--- src/sv/dll_pkg.sv ---
// Shared types and constants for the detector layer lookup block.
// Used by every module of the block but dll_ram; depends on nothing else.
`timescale 1ns / 1ps

package dll_pkg;

  // field widths
  localparam int VAL_W  = 18;  // table entries, radii, unsigned config limits
  localparam int Z_W    = 19;  // signed z of the point
  localparam int POS_W  = 20;  // signed search position after a shift
  localparam int DIFF_W = 21;  // distance between position and a table entry
  localparam int PL_W   = 10;  // pseudo layer
  localparam int ST_W   = 2;   // status
  localparam int ACT_W  = 2;   // action
  localparam int CIDX_W = 3;   // configuration register index

  // stream payload widths (padded to whole bytes)
  localparam int IN_TDATA_W  = 80;
  localparam int OUT_TDATA_W = 16;

  // action codes
  localparam logic [ACT_W-1:0] ACT_LOAD_BARREL = 2'd0;
  localparam logic [ACT_W-1:0] ACT_LOAD_ENDCAP = 2'd1;
  localparam logic [ACT_W-1:0] ACT_QUERY       = 2'd2;
  localparam logic [ACT_W-1:0] ACT_CLEAR       = 2'd3;

  // status codes
  localparam logic [ST_W-1:0] ST_OK        = 2'd0;
  localparam logic [ST_W-1:0] ST_NOT_FOUND = 2'd1;
  localparam logic [ST_W-1:0] ST_LOAD_ERR  = 2'd2;

  // configuration register indexes
  localparam logic [CIDX_W-1:0] CFG_MUON_ENDCAP_Z = 3'd0;
  localparam logic [CIDX_W-1:0] CFG_MUON_BARREL_R = 3'd1;
  localparam logic [CIDX_W-1:0] CFG_CALO_ENDCAP_Z = 3'd2;
  localparam logic [CIDX_W-1:0] CFG_CALO_BARREL_R = 3'd3;
  localparam logic [CIDX_W-1:0] CFG_CALO_R_SHIFT  = 3'd4;
  localparam logic [CIDX_W-1:0] CFG_CALO_Z_SHIFT  = 3'd5;
  localparam logic [CIDX_W-1:0] CFG_MUON_R_SHIFT  = 3'd6;
  localparam logic [CIDX_W-1:0] CFG_MUON_Z_SHIFT  = 3'd7;

  // commands from the controller to the datapath
  typedef struct packed {
    logic capture;  // input transaction taken, latch payload
    logic exec;     // run load or clear, pick regime for a query
    logic region;   // pick region, start the table searches
    logic cmp;      // one binary search step on the read data
    logic finish;   // write the result register
  } dll_cmd_t;

  // status from the datapath to the controller
  typedef struct packed {
    logic is_query;  // latched action is a query
    logic busy;      // a table search still has steps left
  } dll_stat_t;

endpackage

--- src/sv/dll_ctrl.sv ---
// Sequencing state machine of the layer lookup block.
// Depends on dll_pkg; drives the datapath through dll_cmd_t.
`timescale 1ns / 1ps

module dll_ctrl (
  input  logic               clk,
  input  logic               rst_n,
  input  logic               in_tvalid,
  output logic               in_tready,
  output logic               out_tvalid,
  input  logic               out_tready,
  output dll_pkg::dll_cmd_t  cmd,
  input  dll_pkg::dll_stat_t stat
);

  localparam logic [2:0] S_IDLE   = 3'd0;
  localparam logic [2:0] S_EXEC   = 3'd1;
  localparam logic [2:0] S_REGION = 3'd2;
  localparam logic [2:0] S_ISSUE  = 3'd3;
  localparam logic [2:0] S_CMP    = 3'd4;
  localparam logic [2:0] S_FIN    = 3'd5;

  logic [2:0] state_r, state_nxt;
  logic       out_valid_r, out_valid_nxt;
  logic       out_free;

  assign in_tready  = (state_r == S_IDLE);
  assign out_tvalid = out_valid_r;
  assign out_free   = !out_valid_r || out_tready;

  // command decode
  always_comb begin
    cmd         = '0;
    cmd.capture = (state_r == S_IDLE) && in_tvalid;
    cmd.exec    = (state_r == S_EXEC);
    cmd.region  = (state_r == S_REGION);
    cmd.cmp     = (state_r == S_CMP);
    cmd.finish  = (state_r == S_FIN) && out_free;
  end

  // next state
  always_comb begin
    state_nxt = state_r;
    case (state_r)
      S_IDLE: begin
        if (in_tvalid) begin
          state_nxt = S_EXEC;
        end
      end
      S_EXEC: begin
        state_nxt = stat.is_query ? S_REGION : S_FIN;
      end
      S_REGION: begin
        state_nxt = S_ISSUE;
      end
      S_ISSUE: begin
        state_nxt = stat.busy ? S_CMP : S_FIN;
      end
      S_CMP: begin
        state_nxt = S_ISSUE;
      end
      S_FIN: begin
        if (out_free) begin
          state_nxt = S_IDLE;
        end
      end
      default: begin
        state_nxt = S_IDLE;
      end
    endcase
  end

  // result valid flag
  always_comb begin
    out_valid_nxt = out_valid_r;
    if (cmd.finish) begin
      out_valid_nxt = 1'b1;
    end else if (out_tready) begin
      out_valid_nxt = 1'b0;
    end
  end

  always_ff @(posedge clk) begin
    if (!rst_n) begin
      state_r     <= S_IDLE;
      out_valid_r <= 1'b0;
    end else begin
      state_r     <= state_nxt;
      out_valid_r <= out_valid_nxt;
    end
  end

endmodule

--- config.mk ---
export PLATFORM = sky130hd
export DESIGN_NAME = dll_ctrl
export DESIGN_NICKNAME = d
export VERILOG_FILES = /design/src/sv/dll_pkg.sv /design/src/sv/dll_ctrl.sv
export SDC_FILE = /design/constraint.sdc
export NUM_CORES = 1
export LEC_CHECK = 0
export BUFFER_PORTS_ARGS = -buffer_cell sky130_fd_sc_hd__buf_4
export CAP_MARGIN = 20
export CORE_AREA = 4 4 41 43
export DETAILED_ROUTE_END_ITERATION = 10
export DIE_AREA = 0 0 45 47
export PLACE_DENSITY = 0.42
export SYNTH_ARGS = -nofsm -noshare
export SYNTH_HDL_FRONTEND = slang
export SYNTH_SLANG_ARGS = --single-unit
--- constraint.sdc ---
create_clock -name clk -period 1.11 [get_ports clk]
set_clock_uncertainty 0.1 [all_clocks]
set_input_delay 0.0555 -clock clk [delete_from_list [all_inputs] [get_ports clk]]
set_output_delay 0.0555 -clock clk [all_outputs]
set_load 0.005 [all_outputs]
Word level (Yosys, flattened, before mapping)
Index checks and enable logic that the tools add are counted.
- logic and storage cells: 24
- input port bits: 6
- output and inout port bits: 7
- register bits after elaboration: 4
- muxes and demuxes: 7
- equal/unequal tests: 7
- reductions and logical operators: 8
- operators with widths (kind ; number):
    3-bit case mux with 5 select lines ; 1
    3-bit two-way mux ; 3
    3-bit by 2-bit equality test with 1-bit output (second input constant) ; 2
    3-bit equality test (second input constant) ; 2
    2-bit != test (second input constant) ; 2
    3-bit by 1-bit equality test with 1-bit output (second input constant) ; 1
    3-bit logical NOT ; 1
    1-bit two-way mux ; 3
    1-bit logical AND ; 2
    2-bit AND reduction ; 1
    2-bit nonzero test ; 1
    2-bit OR reduction ; 1
    1-bit logical NOT ; 1
    1-bit logical OR ; 1

Longest topological paths before layout
- word-level depth: 4
- gate-level depth with buffers: 4
- gate-level depth less buffers: 3

Least setup slack after synthesis
OpenSTA, ideal clock, no wires.
- path type: reg2out
- start point: register state_r[2]
- end point: output port cmd[0] (netlist name)
- cell stages (with the launch flop): 5
- path buffers: 2
- setup slack: 0.088 ns
- arrival: 0.867 ns
- required time: 0.954 ns
- path through: dfxtp_1 > buf_4 > nor2b_2 > and3_1 > buf_4
- RTL lines (item ; line ; RTL):
    start: declaration ; dll_ctrl.sv:23 ; logic [2:0] state_r, state_nxt;
    start signal: assignment ; dll_ctrl.sv:88 ; state_r <= state_nxt;
    end: declaration ; dll_ctrl.sv:12 ; output dll_pkg::dll_cmd_t cmd,

==> flow_summary.toml <==
[finish]
finalNonFillerCells = 66
drive_gt1_frac = 0.608
nNetsFinal = 59
layout-area-overhead-vs-synth_pct = 74.6
post-route-util = 0.376
n_antenna_cell = 0

[synth]
ys_warn_count = 0
synthTopCellsByArea = "dfxtp_1 (29%), buf_4 (8.0%), nor3b_1 (8.0%)"
yosys_most_used_dff = "dfxtp_1"
async_flop_share = 0
netlist-cell-type-count = 17
synthTopCellsByCount = "dfxtp_1 (4), buf_4 (3), nand2_1 (3), nor3b_1 (3)"
seq_area_frac_synth = 0.286
syn_area_um2 = 280
yosysMostFrequentCell = "dfxtp_1"
synth_edf_count = 0
syn_area_per_cell_um2 = 8.49
synth_top_area_share = 0.286
synth_area_leader_cell = "dfxtp_1"
synth_seq_cells = 4
synth_nets = 39
synthesis.instances = 33

[sta]
period_minus_slack_ns = 1.23
max-slew-margin-rel = 0.875
setup_ws_ns = -0.119
rsz0062_at_grt = "true"
drv_slew = 0
fmax_ghz = 0.814
hold_slack_ns = 0.0813
worst_pin_slew_ns = 0.186
setup_viol = 6
finalHoldViolations = 0
period_share = 1.11

[power]
pwr_density_cell_nw_per_um2 = 1300
switchingPower_uw = 184
p_comb_frac = 0.396
total_power_uw = 636
clockPowerShare = 0.279
swShare = 0.289
p_int_uw = 452
power_leakage_uw = 0.000217
seqPwrFrac = 0.325
vdd_drop_max_v = 0.000593

[setup_path]
critPathArrivalTime_ns = 1.07
start_kind = "flop"
critPathTopFamily = "flip-flops"
path_class = "flop to output port"
path_buf_inv = 2
cp_slowest_cell = "dfxtp_4"
cp-end-kind = "output port"
critPathMaxStageDelay_ns = 0.37
cp_cell_sequence = "buf_6 -> nor3_4 -> and2_1 -> buf_4"
cp_max_fo = 6
required_ns = 0.95

[drt]
vias_per_cell = 4.33
firstDrtPassIters = 2
remaining_drc_errors = 0
ant_nets = 0
wirelength_um = 776
drt-initial-drc-count = 1
vias = 286
wl_per_cell_um = 11.8

[die]
rows = 13
die_h_um = 47
initial_core_util = 0.215
fp.dieW_um = 45
core_um2 = 1300
top_level_ports = 13
die_area_um2 = 2120

[cts]
root_buffer = "clkbuf_4"
htreeDepth = 1
cts_tree = "done"
cts.sinks = 4
clockBufferDepth = 2
clock_latency_ns = 0.23
clk_pin_slew_ns = 0.04
cts_buffers = 3

[status]
violations = "setup timing"
status = "finished, violations left"

[flow_run]
drv_cap = 0

[global_route]
gr-total-overflow = 0
grt_usage = 0.0837
grt_pass1_vias = 269
grt_pass1_wl_um = 1190
grt_max_degree = 11
antenna_found_initial = 0

[placed_design]
dp_hpwl_um = 550
port-buffer-count = 12
place.gp.congestion = 0.763
pre_cts_slack_ns = -0.0439
dp_cells = 60

[hold_path]
hp-class = "input pin to flop"
## layer usage
layer	routed length, um	vias to the layer above	share of wire	global-route usage
met5	0	-	0	0
met4	0	0	0	0.0175
met3	37	0	0.048	0.0575
met2	441	6	0.57	0.141
met1	297	132	0.38	0.0864
li1	-	148	-	-
## cell type report
| class | count | area [um2] |
|---|---|---|
| clock buffers | 3 | 22.5 |
| multi-input cells | 25 | 196 |
| well taps | 15 | 18.8 |
| repair buffers | 19 | 160 |
| flip-flops and latches | 4 | 91.3 |
| fillers | 140 | 812 |
## power groups by stage
stage,Sequential (uW),Clock (uW),Combinational (uW)
after global routing,211,205,272
after global placement,197,0,179
after floorplan,170,0,128
after detailed placement,198,0,183
final,207,177,252
after CTS,202,187,221
## final timing paths
kind                            startpoint          to  slack [ns]  cells after the start
worst min register to register  out_tvalid  out_tvalid        0.46                      2
worst max register to register  state_r[1]  state_r[0]        0.03                      4
worst max-delay path            state_r[1]      cmd[4]       -0.12                      4
worst min-delay path            out_tready  out_tvalid        0.08                      3
## cells by family after synthesis
group,after synthesis,synth area share
compound gates,6,0.147
simple gates,19,0.446
flops,4,0.286
buf+inv,4,0.121
## state kept, by name, summed over array words and instances, names as in the netlist
signal / flops
state_r: 3
out_tvalid: 1
## worst min-delay path, stage by stage
cell      delay [ns]
buf_4           0.07
nand2b_1        0.16
a21boi_1        0.08
## layout by cell type (no fill, tap or decap), drive strengths merged
cell	synthesis	layout
dfxtp	4	4
nor2	1	1
o21ai	2	2
nand2	3	3
nand2b	2	2
dlygate4sd3	0	1
nor3	2	2
a32o	1	1
and2	2	2
buf	4	18
nor3b	3	3
o22ai	1	1
a211oi	1	1
and3	2	2
a21boi	1	1
clkbuf	0	3
nor2b	4	4
## per-stage QoR
stage,setup TNS (ns),area [um2]
finish,-0.624,489
global route,-0.944,489
CTS,-0.576,464
detailed placement,-0.139,385
global placement,-0.0899,385
floorplan,0,280
## repair_timing
action                     4_1_cts  5_1_grt
setup buffers                    1        1
pin swaps                        1        2
hold buffers                     1        0
setup endpoints to repair        9        9
resized for setup               14        4
hold endpoints to repair         3        0
Note: power is estimated with default switching activity, not from simulation.
